File: src/design/crm_pkg.sv
package crm_pkg;

    localparam int TIME_BITS      = 48;
    localparam int FIELD_BITS     = 48;
    localparam int COUNT_BITS     = 32;
    localparam int RATE_FRAC_BITS = 16;
    localparam int US_BITS        = 20;
    localparam int NUM_BITS       = COUNT_BITS + US_BITS;
    localparam int DIV_BITS       = NUM_BITS + RATE_FRAC_BITS;
    localparam int CNT_BITS       = $clog2(DIV_BITS);

    localparam logic [US_BITS-1:0]    US_PER_S  = 20'd1000000;
    localparam logic [FIELD_BITS-1:0] FIELD_MAX = {FIELD_BITS{1'b1}};

    typedef enum logic [2:0] {
        OUT_PENDING      = 3'd0,
        OUT_INITIAL      = 3'd1,
        OUT_STALLED      = 3'd2,
        OUT_INCREMENTAL  = 3'd3,
        OUT_INCONSISTENT = 3'd4
    } outcome_t;

    typedef enum logic [2:0] {
        ST_IDLE,
        ST_CLASSIFY,
        ST_MULT,
        ST_DIVIDE,
        ST_FINISH
    } state_t;

    typedef struct packed {
        logic load_in;
        logic classify;
        logic mult;
        logic div_step;
        logic commit;
    } cmd_t;

    typedef struct packed {
        logic needs_div;
        logic div_last;
        logic out_free;
    } sts_t;

endpackage

File: src/design/counter_rate_meter.sv
// Flow: a snapshot is accepted while idle, then classified, then its product is loaded
// into the divider; a rate is computed only for initial and incremental snapshots, by a
// radix-2 divider (one quotient bit per cycle over 68 bits), and the result is committed
// once the output is free. A new snapshot is taken only after the last one is committed.
// Reset (aresetn low, synchronous): stored snapshot, previous result and smoothing
// are cleared; the first snapshot after reset is classified as fresh.
module counter_rate_meter (
    input  logic                               aclk,
    input  logic                               aresetn,
    input  logic                               cfg_we,
    input  logic                               cfg_wdata,
    input  logic                               s_valid,
    output logic                               s_ready,
    input  logic [crm_pkg::COUNT_BITS-1:0]     s_event_count,
    input  logic [crm_pkg::TIME_BITS-1:0]      s_reset_time,
    input  logic [crm_pkg::TIME_BITS-1:0]      s_update_time,
    input  logic [crm_pkg::TIME_BITS-1:0]      s_now_time,
    output logic                               m_valid,
    input  logic                               m_ready,
    output logic [crm_pkg::FIELD_BITS-1:0]     m_interval_us,
    output logic [crm_pkg::FIELD_BITS-1:0]     m_rate_q16,
    output logic [2:0]                         m_outcome
);

    crm_pkg::cmd_t cmd;
    crm_pkg::sts_t sts;

    crm_ctrl u_ctrl (
        .aclk    (aclk),
        .aresetn (aresetn),
        .s_valid (s_valid),
        .s_ready (s_ready),
        .sts     (sts),
        .cmd     (cmd)
    );

    crm_datapath u_dp (
        .aclk          (aclk),
        .aresetn       (aresetn),
        .cfg_we        (cfg_we),
        .cfg_wdata     (cfg_wdata),
        .s_event_count (s_event_count),
        .s_reset_time  (s_reset_time),
        .s_update_time (s_update_time),
        .s_now_time    (s_now_time),
        .cmd           (cmd),
        .sts           (sts),
        .m_valid       (m_valid),
        .m_ready       (m_ready),
        .m_interval_us (m_interval_us),
        .m_rate_q16    (m_rate_q16),
        .m_outcome     (m_outcome)
    );

endmodule

File: src/design/crm_divider.sv
module crm_divider (
    input  logic                                aclk,
    input  logic                                aresetn,
    input  logic                                load,
    input  logic                                step,
    input  logic [crm_pkg::DIV_BITS-1:0]        dividend,
    input  logic [crm_pkg::TIME_BITS-1:0]       divisor,
    output logic                                last,
    output logic [crm_pkg::FIELD_BITS-1:0]      quotient
);

    logic [crm_pkg::DIV_BITS-1:0]   dvd_reg, dvd_next;
    logic [crm_pkg::TIME_BITS-1:0]  rem_reg, rem_next;
    logic [crm_pkg::TIME_BITS-1:0]  den_reg, den_next;
    logic [crm_pkg::FIELD_BITS-1:0] quo_reg, quo_next;
    logic                           sat_reg, sat_next;
    logic [crm_pkg::CNT_BITS-1:0]   cnt_reg, cnt_next;

    logic [crm_pkg::TIME_BITS:0]    trial;
    logic [crm_pkg::TIME_BITS:0]    diff;
    logic                           ge;

    // restoring step: remainder stays below divisor, so trial fits TIME_BITS+1
    assign trial = {rem_reg, dvd_reg[crm_pkg::DIV_BITS-1]};
    assign diff  = trial - {1'b0, den_reg};
    assign ge    = trial >= {1'b0, den_reg};

    assign last     = cnt_reg == crm_pkg::CNT_BITS'(crm_pkg::DIV_BITS - 1);
    assign quotient = sat_reg ? crm_pkg::FIELD_MAX : quo_reg;

    always_comb begin
        dvd_next = dvd_reg;
        rem_next = rem_reg;
        den_next = den_reg;
        quo_next = quo_reg;
        sat_next = sat_reg;
        cnt_next = cnt_reg;
        if (load) begin
            dvd_next = dividend;
            rem_next = '0;
            den_next = divisor;
            quo_next = '0;
            sat_next = 1'b0;
            cnt_next = '0;
        end else if (step) begin
            dvd_next = {dvd_reg[crm_pkg::DIV_BITS-2:0], 1'b0};
            rem_next = ge ? diff[crm_pkg::TIME_BITS-1:0] : trial[crm_pkg::TIME_BITS-1:0];
            quo_next = {quo_reg[crm_pkg::FIELD_BITS-2:0], ge};
            // a set bit leaving the field means the rate overflows
            sat_next = sat_reg | quo_reg[crm_pkg::FIELD_BITS-1];
            cnt_next = cnt_reg + crm_pkg::CNT_BITS'(1);
        end
    end

    always_ff @(posedge aclk) begin
        if (!aresetn) begin
            cnt_reg <= '0;
            sat_reg <= 1'b0;
        end else begin
            cnt_reg <= cnt_next;
            sat_reg <= sat_next;
        end
    end

    always_ff @(posedge aclk) begin
        dvd_reg <= dvd_next;
        rem_reg <= rem_next;
        den_reg <= den_next;
        quo_reg <= quo_next;
    end

endmodule

File: src/design/crm_ctrl.sv
module crm_ctrl (
    input  logic          aclk,
    input  logic          aresetn,
    input  logic          s_valid,
    output logic          s_ready,
    input  crm_pkg::sts_t sts,
    output crm_pkg::cmd_t cmd
);

    crm_pkg::state_t state_reg, state_next;

    always_comb begin
        state_next = state_reg;
        case (state_reg)
            crm_pkg::ST_IDLE: begin
                if (s_valid) state_next = crm_pkg::ST_CLASSIFY;
            end
            crm_pkg::ST_CLASSIFY: begin
                state_next = crm_pkg::ST_MULT;
            end
            crm_pkg::ST_MULT: begin
                state_next = sts.needs_div ? crm_pkg::ST_DIVIDE : crm_pkg::ST_FINISH;
            end
            crm_pkg::ST_DIVIDE: begin
                if (sts.div_last) state_next = crm_pkg::ST_FINISH;
            end
            crm_pkg::ST_FINISH: begin
                if (sts.out_free) state_next = crm_pkg::ST_IDLE;
            end
            default: begin
                state_next = crm_pkg::ST_IDLE;
            end
        endcase
    end

    always_comb begin
        cmd     = '0;
        s_ready = 1'b0;
        case (state_reg)
            crm_pkg::ST_IDLE: begin
                s_ready     = 1'b1;
                cmd.load_in = s_valid;
            end
            crm_pkg::ST_CLASSIFY: begin
                cmd.classify = 1'b1;
            end
            crm_pkg::ST_MULT: begin
                cmd.mult = 1'b1;
            end
            crm_pkg::ST_DIVIDE: begin
                cmd.div_step = 1'b1;
            end
            crm_pkg::ST_FINISH: begin
                cmd.commit = sts.out_free;
            end
            default: begin
                cmd = '0;
            end
        endcase
    end

    always_ff @(posedge aclk) begin
        if (!aresetn) begin
            state_reg <= crm_pkg::ST_IDLE;
        end else begin
            state_reg <= state_next;
        end
    end

endmodule

File: src/design/crm_datapath.sv
module crm_datapath (
    input  logic                               aclk,
    input  logic                               aresetn,
    input  logic                               cfg_we,
    input  logic                               cfg_wdata,
    input  logic [crm_pkg::COUNT_BITS-1:0]     s_event_count,
    input  logic [crm_pkg::TIME_BITS-1:0]      s_reset_time,
    input  logic [crm_pkg::TIME_BITS-1:0]      s_update_time,
    input  logic [crm_pkg::TIME_BITS-1:0]      s_now_time,
    input  crm_pkg::cmd_t                      cmd,
    output crm_pkg::sts_t                      sts,
    output logic                               m_valid,
    input  logic                               m_ready,
    output logic [crm_pkg::FIELD_BITS-1:0]     m_interval_us,
    output logic [crm_pkg::FIELD_BITS-1:0]     m_rate_q16,
    output logic [2:0]                         m_outcome
);

    localparam int FB = crm_pkg::FIELD_BITS;
    localparam int TB = crm_pkg::TIME_BITS;

    // captured snapshot
    logic [crm_pkg::COUNT_BITS-1:0] cnt_in_reg;
    logic [TB-1:0]                  rst_in_reg, upd_in_reg, now_in_reg;

    // kept from the previous beat
    logic [crm_pkg::COUNT_BITS-1:0] prev_count_reg;
    logic [TB-1:0]                  prev_reset_reg, prev_update_reg;
    logic [FB-1:0]                  prev_ivl_reg, prev_rate_reg;
    logic                           smooth_reg;

    // classification results
    crm_pkg::outcome_t              outcome_reg, outcome_next;
    logic [FB-1:0]                  ivl_reg, ivl_next;
    logic [crm_pkg::COUNT_BITS-1:0] events_reg, events_next;

    logic                           m_valid_reg;
    logic [FB-1:0]                  out_ivl_reg, out_rate_reg;
    crm_pkg::outcome_t              out_outcome_reg;

    logic                           fresh, same;
    logic [TB-1:0]                  minuend, subtrahend;
    logic                           use_elapsed;
    logic [crm_pkg::NUM_BITS-1:0]   product;
    logic [FB-1:0]                  quotient, new_rate;
    logic [FB:0]                    ivl_sum, rate_sum;
    logic [FB-1:0]                  fin_ivl, fin_rate;
    logic                           div_last;

    assign fresh = (prev_update_reg == '0) || (rst_in_reg > prev_reset_reg);
    assign same  = (prev_update_reg != '0) && (rst_in_reg == prev_reset_reg);

    // one subtractor serves every case: pick operands, then clamp at zero
    always_comb begin
        outcome_next = crm_pkg::OUT_INCONSISTENT;
        minuend      = '0;
        subtrahend   = '0;
        use_elapsed  = 1'b0;
        events_next  = cnt_in_reg;
        if (fresh && upd_in_reg == '0) begin
            outcome_next = crm_pkg::OUT_PENDING;
            minuend      = now_in_reg;
            subtrahend   = rst_in_reg;
            use_elapsed  = 1'b1;
        end else if (fresh && upd_in_reg > rst_in_reg) begin
            outcome_next = crm_pkg::OUT_INITIAL;
            minuend      = upd_in_reg;
            subtrahend   = rst_in_reg;
            use_elapsed  = 1'b1;
        end else if (same && upd_in_reg == prev_update_reg) begin
            outcome_next = crm_pkg::OUT_STALLED;
            minuend      = now_in_reg;
            subtrahend   = prev_update_reg;
            use_elapsed  = 1'b1;
        end else if (same && upd_in_reg > prev_update_reg) begin
            outcome_next = crm_pkg::OUT_INCREMENTAL;
            minuend      = upd_in_reg;
            subtrahend   = prev_update_reg;
            use_elapsed  = 1'b1;
            events_next  = cnt_in_reg - prev_count_reg;
        end
        if (use_elapsed && minuend >= subtrahend) begin
            ivl_next = FB'(minuend - subtrahend);
        end else begin
            ivl_next = '0;
        end
    end

    assign sts.needs_div = (outcome_reg == crm_pkg::OUT_INITIAL) ||
                           (outcome_reg == crm_pkg::OUT_INCREMENTAL);
    assign sts.div_last  = div_last;
    assign sts.out_free  = !m_valid_reg || m_ready;

    assign product = crm_pkg::NUM_BITS'(events_reg) * crm_pkg::NUM_BITS'(crm_pkg::US_PER_S);

    crm_divider u_div (
        .aclk     (aclk),
        .aresetn  (aresetn),
        .load     (cmd.mult),
        .step     (cmd.div_step),
        .dividend ({product, {crm_pkg::RATE_FRAC_BITS{1'b0}}}),
        .divisor  (TB'(ivl_reg)),
        .last     (div_last),
        .quotient (quotient)
    );

    assign new_rate = sts.needs_div ? quotient : '0;
    assign ivl_sum  = {1'b0, prev_ivl_reg} + {1'b0, ivl_reg};
    assign rate_sum = {1'b0, prev_rate_reg} + {1'b0, new_rate};

    always_comb begin
        fin_ivl  = ivl_reg;
        fin_rate = new_rate;
        if (smooth_reg) begin
            if (prev_ivl_reg != '0 && ivl_reg != '0) begin
                fin_ivl  = ivl_sum[FB:1];
                fin_rate = rate_sum[FB:1];
            end else if (prev_ivl_reg != '0) begin
                fin_ivl  = prev_ivl_reg;
                fin_rate = prev_rate_reg;
            end else if (ivl_reg == '0) begin
                fin_rate = '0;
            end
        end
    end

    always_ff @(posedge aclk) begin
        if (!aresetn) begin
            prev_count_reg  <= '0;
            prev_reset_reg  <= '0;
            prev_update_reg <= '0;
            prev_ivl_reg    <= '0;
            prev_rate_reg   <= '0;
            smooth_reg      <= 1'b0;
            m_valid_reg     <= 1'b0;
        end else begin
            if (cfg_we) smooth_reg <= cfg_wdata;
            if (cmd.commit) begin
                prev_count_reg  <= cnt_in_reg;
                prev_reset_reg  <= rst_in_reg;
                prev_update_reg <= upd_in_reg;
                prev_ivl_reg    <= fin_ivl;
                prev_rate_reg   <= fin_rate;
                m_valid_reg     <= 1'b1;
            end else if (m_ready) begin
                m_valid_reg <= 1'b0;
            end
        end
    end

    always_ff @(posedge aclk) begin
        if (cmd.load_in) begin
            cnt_in_reg <= s_event_count;
            rst_in_reg <= s_reset_time;
            upd_in_reg <= s_update_time;
            now_in_reg <= s_now_time;
        end
        if (cmd.classify) begin
            outcome_reg <= outcome_next;
            ivl_reg     <= ivl_next;
            events_reg  <= events_next;
        end
        if (cmd.commit) begin
            out_ivl_reg     <= fin_ivl;
            out_rate_reg    <= fin_rate;
            out_outcome_reg <= outcome_reg;
        end
    end

    assign m_valid       = m_valid_reg;
    assign m_interval_us = out_ivl_reg;
    assign m_rate_q16    = out_rate_reg;
    assign m_outcome     = out_outcome_reg;

endmodule

File: config.mk
export PLATFORM = sky130hd
export DESIGN_NAME = counter_rate_meter
export DESIGN_NICKNAME = d
export VERILOG_FILES = /design/src/design/crm_pkg.sv /design/src/design/counter_rate_meter.sv /design/src/design/crm_divider.sv /design/src/design/crm_ctrl.sv /design/src/design/crm_datapath.sv
export SDC_FILE = /design/constraint.sdc
export NUM_CORES = 2
export LEC_CHECK = 0
export CAP_MARGIN = 25
export CORE_ASPECT_RATIO = 1.4
export CORE_MARGIN = 2
export CORE_UTILIZATION = 55
export DETAILED_ROUTE_END_ITERATION = 12
export DONT_BUFFER_PORTS = 1
export GPL_TIMING_DRIVEN = 0
export PLACE_DENSITY = 0.69
export SYNTH_ARGS = -nofsm -noshare
export SYNTH_HDL_FRONTEND = slang
export SYNTH_SLANG_ARGS = --single-unit
File: constraint.sdc
create_clock -name aclk -period 13.9 [get_ports aclk]
set_clock_uncertainty 0.15 [all_clocks]
set_input_delay 0.695 -clock aclk [delete_from_list [all_inputs] [get_ports aclk]]
set_output_delay 0.695 -clock aclk [all_outputs]
set_load 0.01 [all_outputs]
**After elaboration in Yosys (flattened, before gate mapping)**

Cells that the tools add are included.
W data, S select, Z words.

- Equal/unequal tests: 12
- Muxes and demuxes: 44
- Order comparisons: 5
- Add/sub/neg operators: 6
- Bitwise operators: 2
- Multipliers: 1
- Reductions and logical operators: 24

Operators by type and width:

| kind | number |
|---|---|
| $mux W48 | 18 |
| $gt A48 B48 Y1 | 3 |
| $logic_not A48 Y1 | 3 |
| $reduce_bool A48 Y1 | 3 |
| $mux W68 | 2 |
| $mux W32 | 4 |
| $add A48 B48 Y49 | 2 |
| $eq A48 B48 Y1 | 2 |
| $sub A48 B48 Y48 | 2 |
| $ge A49 B48 Y1 | 1 |
| $ge A48 B48 Y1 | 1 |
| $mul A32 B14 Y46 const B | 1 |
| $sub A32 B32 Y32 | 1 |
| $mux W3 | 5 |
| $pmux W3 S5 | 1 |
| $mux W1 | 13 |
| $eq A3 B2 Y1 const B | 3 |
| $add A7 B1 Y7 const B | 1 |
| $eq A7 B7 Y1 const B | 1 |
| $logic_and A1 B1 Y1 | 7 |
| $eq A3 B1 Y1 const B | 2 |
| $ne A2 B1 Y1 const B | 2 |
| $reduce_bool A2 Y1 | 2 |
| $reduce_or A2 Y1 | 2 |
| other kinds (10) | 12 |

- Bits in registers: 785
- Output and inout bits: 101

**Depth between registers and ports, before layout**

- Depth in word-level cells: 9
- Depth in mapped cells: 28
- Gate-level depth less buffers: 24

**Cells and area by module**

A second synthesis with hierarchy kept.

- Cell total of the unflattened synthesis: 5780
- Area total of the unflattened synthesis: 55019.0 µm²

Modules (own cells, without submodules):

| module | area each (µm²) | cells each | sequential area each (µm²) | times used |
|---|---|---|---|---|
| crm_datapath | 43068.8 | 4568 | 15274.6 | 1 |
| crm_divider | 11741.3 | 1184 | 5565.3 | 1 |
| crm_ctrl | 209.0 | 28 | 60.1 | 1 |

**Worst setup path before layout**

Ideal clock, no wire load.

- Path kind: flip-flop to flip-flop
- Start: reg u_ctrl.state_reg[0]
- End: reg u_dp.events_reg[0] in the netlist's numbering, enable pin
- Slack: 6.239 ns
- Period minus slack after synthesis: 7.661 ns
- Buffers on the path: 2
- Stages on the path, launching flop included: 4
- Data arrival time: 6.868 ns
- Library setup time: 0.643 ns
- Cell sequence: dfxtp_1 clkbuf_1 clkbuf_1 nor3b_1

- Longest elaborated chain between the ends: 2

Ends and longest elaborated chain:

| item | line | text |
|---|---|---|
| start: declaration | crm_ctrl.sv:10 | `crm_pkg::state_t state_reg, state_next;` |
| start signal: assignment | crm_ctrl.sv:64 | `state_reg <= crm_pkg::ST_IDLE;` |
| start signal: assignment | crm_ctrl.sv:66 | `state_reg <= state_next;` |
| $eq A3 B1 Y1 | crm_ctrl.sv:39 | `case (state_reg)` |
| $mux W1 | crm_ctrl.sv:39 |  |
| end signal: assignment | crm_datapath.sv:161 | `events_reg <= events_next;` |
| end: declaration | crm_datapath.sv:35 | `logic [crm_pkg::COUNT_BITS-1:0] events_reg, events_next;` |

No other way between the ends.
A chain may end at the register's enable or synchronous reset.

**Worst setup path in the final report**

- Start: reg u_dp.upd_in_reg[33]
- End: reg u_dp.ivl_reg[0], data pin

- Longest elaborated chain between the ends: 8

Ends and longest elaborated chain:

| item | line | text |
|---|---|---|
| start: declaration | crm_datapath.sv:24 | `logic [TB-1:0] rst_in_reg, upd_in_reg, now_in_reg;` |
| start signal: assignment | crm_datapath.sv:155 | `upd_in_reg <= s_update_time;` |
| $gt A48 B48 Y1 | crm_datapath.sv:75 | `end else if (same && upd_in_reg > prev_update_reg) begin` |
| $logic_and A1 B1 Y1 | crm_datapath.sv:75 |  |
| $mux W48 | crm_datapath.sv:75 |  |
| $mux W48 | crm_datapath.sv:70 | `end else if (same && upd_in_reg == prev_update_reg) begin` |
| $mux W48 | crm_datapath.sv:65 | `end else if (fresh && upd_in_reg > rst_in_reg) begin` |
| $mux W48 | crm_datapath.sv:60 | `if (fresh && upd_in_reg == '0) begin` |
| $ge A48 B48 Y1 | crm_datapath.sv:82 | `if (use_elapsed && minuend >= subtrahend) begin` |
| $logic_and A1 B1 Y1 | crm_datapath.sv:82 |  |
| end signal: assignment | crm_datapath.sv:160 | `ivl_reg <= ivl_next;` |
| end: declaration | crm_datapath.sv:34 | `logic [FB-1:0] ivl_reg, ivl_next;` |

Several ways; a longest one is shown, not always the timed one.

==> reports/results.txt <==
Min Clock Period, post-route - 7.77 ns
GR Overflow Total - 0
Resized Gates After CTS - 0
max-cap check violation count - 0
Slew Limit Headroom - 16.6%
antenna viol nets, final - 0
Final period util - 55.9%
post-layout power - 8.93 mW
outcome - finished clean
register area share after synthesis - 37.8%
gpl congestion - 1.03
Rows - 135
worst vdd ir - 0.000168 V
initial antenna violation count - 3
Worst Setup SP - u_dp.upd_in_reg[33]
Min-Delay Path Class - input port to flip-flop
vias in the first global route - 46100
Syn Area/Cell - 9.02 um2
leakage power - 24.6 nW
DRC violations left - 0
nature of the critical path startpoint - flip-flop
Crit Path Category - flip-flop to flip-flop
Max Transition Viols Final - 0
commonest non-fill, non-tap cell in the layout - nand2_1
detailed-route wire length per cell - 24.1 um
Synth async-reset ratio - 0%
Detailed Routing Iterations Pass 1 - 8
Main synth FF type - edfxtp_1
Unique masters post-synth - 99
Initial Util - 55.4%
Reg2Reg Depth - 26
Synth Warn # - 0
Initial DRC Count - 3622
Slew @ Worst Pin - 1.25 ns
die area - 100000 um2
Inst Count DP - 7260
Port Buffers - 0
Post-synth EDFFs - 452
Post-Syn Nets - 6779
final count of negative-setup-slack endpoints - 0
Die W - 268 um
Max Clk Rate - 129 MHz
first-pass GRT wire length - 274 mm
GRT Overall Usage - 36.2%
Crit. End Element - flip-flop
TritonCTS clock tree - yes
clk_lat worst skew - 0.69 ns
#FFs+latches synth - 785
vias per inst - 6.11
fin util - 62.2%
CTS H-tree depth - 3
R2R Setup Slk - 6.13 ns
share of cells above drive strength 1 - 4.12%
n_diodes - 0
core footprint - 96600 um2
most frequent cells in the layout - nand2_1, ha_1, inv_1
Setup crit end - u_dp.ivl_reg[0]
Power Dens Cells - 148 nW/um2
Layout Cells excl Fill - 7591
Fin Setup TNS - 0 ns
pin count of the biggest net entering global routing - 72
Via Count - 46400
synthesized area - 53600 um2
Clock Tree Buf Depth - 3
Post-CTS Setup Inserts - 0
P&R area growth vs syn - 12.3%
Worst Path Required - 14.17 ns
# clock sinks - 785
die height - 373 um
dpl hpwl - 141 mm
CP Max Fanout - 10
RSZ-0062 raised after global routing - false
Hold Violations, Final - 0
CTS root buffer - clkbuf_16
Worst R2R Start - u_dp.upd_in_reg[33]
DRT Wirelength - 183 mm
Worst EP arrival - 8.04 ns
Cells after Synth - 5938
CTS Buf Count - 81
RR Endpoint - u_dp.ivl_reg[0]
hold buffer count at CTS - 176
Final Net Count - 7062
I/O pins - 283
clock slew at reported path FFs - 0.07 ns
[how the worst min path moves through the flow]
stage	from	endpoint	slack, ns	cells after the start
after floorplan	u_dp.outcome_reg[1]	u_dp.m_outcome[1]	0.25	0
after CTS	aresetn	u_ctrl.state_reg[0]	0.01	2
after global routing	aresetn	u_ctrl.state_reg[0]	0.04	2
final	aresetn	u_ctrl.state_reg[0]	0.03	2
after global placement	u_dp.outcome_reg[1]	u_dp.m_outcome[1]	0.26	0
after detailed placement	u_dp.outcome_reg[1]	u_dp.m_outcome[1]	0.27	0
[layer usage]
metal	up-vias	global-route usage (%)	wire length [um]
met3	641	6.02	12600
li1	21800	-	-
met5	-	0	19
met2	1866	62.2	88300
met1	22100	41.1	67700
met4	2	24.5	14200
[synth_stat cells, types with 12 or more instances]
library cell  number  area (um2)
a211o_1           15         131
a211oi_1          60         450
a21o_1           158        1190
a21oi_1          486        2430
a22o_1            70         613
a22oi_1           65         488
a31oi_1           54         338
and2_1            37         231
and3_1            34         213
and4_1            13         114
buf_1             24        90.1
buf_2             19        95.1
clkbuf_1         206         773
dfxtp_1          333        6670
edfxtp_1         452       13600
fa_1             140        2800
ha_1             519        6490
inv_1            505        1900
mux2i_1           40         400
nand2_1          791        2970
nand2b_1          40         250
nand3_1          160         801
nand4_1           80         500
nor2_1           416        1560
nor2b_1           36         225
nor3_1            84         420
nor3b_1           13        97.6
nor4_1            62         388
o211ai_1          33         248
o21a_1            41         308
o21ai_0          350        1750
o21ai_1           24         120
o21bai_1          36         270
o22ai_1           13        81.3
o2bb2ai_1         13         114
o311ai_0          12         105
o31a_1            12         105
o31ai_1           37         278
or3_1             30         188
xnor2_1          120        1050
xor2_1            92         806
[metrics by stage]
step	hold slack (ns)	setup WS, ns	instance area [um2]
finish	0.0320	6.13	60100
global route	0.0397	5.92	60100
CTS	0.0108	6.27	60100
detailed placement	0.270	6.33	55500
global placement	0.256	3.33	55200
floorplan	0.250	6.24	53600
[logic make-up (layout without fill, tap and decap cells)]
kind of cell / Yosys count / count (layout) / synth area share, %
buf+inv: 771 / 1123 / 5.58
xor+xnor: 212 / 212 / 3.47
simple gates: 1839 / 1839 / 15.5
mux: 47 / 47 / 0.895
flops: 785 / 785 / 37.8
compound gates: 1625 / 1625 / 19.4
fa+ha+maj: 659 / 659 / 17.4
[critical path: stages, from the launching register on]
cell and delay [ns]:
edfxtp_1 0.52, ha_1 0.35, a21o_1 0.19, a21o_1 0.17
a2111oi_0 0.45, o221ai_1 0.37, a311oi_1 0.43, nand2_1 0.13
nand4b_1 0.41, a21oi_2 0.16, buf_2 0.26, a22oi_1 0.24
ha_1 0.20, inv_1 0.05, fa_1 0.42, a211oi_1 0.32
o21a_1 0.35, nor3_2 0.10, nor4_1 0.26, o21ai_1 0.22
a21oi_1 0.47, a211oi_1 0.15, o21ai_1 0.49, or2_1 0.21
buf_6 0.17, buf_6 0.17, nor2_1 0.07
[power breakdown]
part	switching [mW]	internal, mW
Combinational	2.30	1.59
Clock	1.00	1.30
Sequential	0.144	2.60
Total	3.44	5.48
[layout make-up]
type / instances / area (um2)
fillers: 8355 / 36500
multi-input cells: 4382 / 30300
flip-flops and latches: 785 / 20200
clock buffers: 109 / 2310
repair buffers: 200 / 2140
inverters: 508 / 1910
well taps: 1301 / 1630
plain buffers: 263 / 1090
clock inverters: 43 / 480
(Power assumes the default switching activity.)
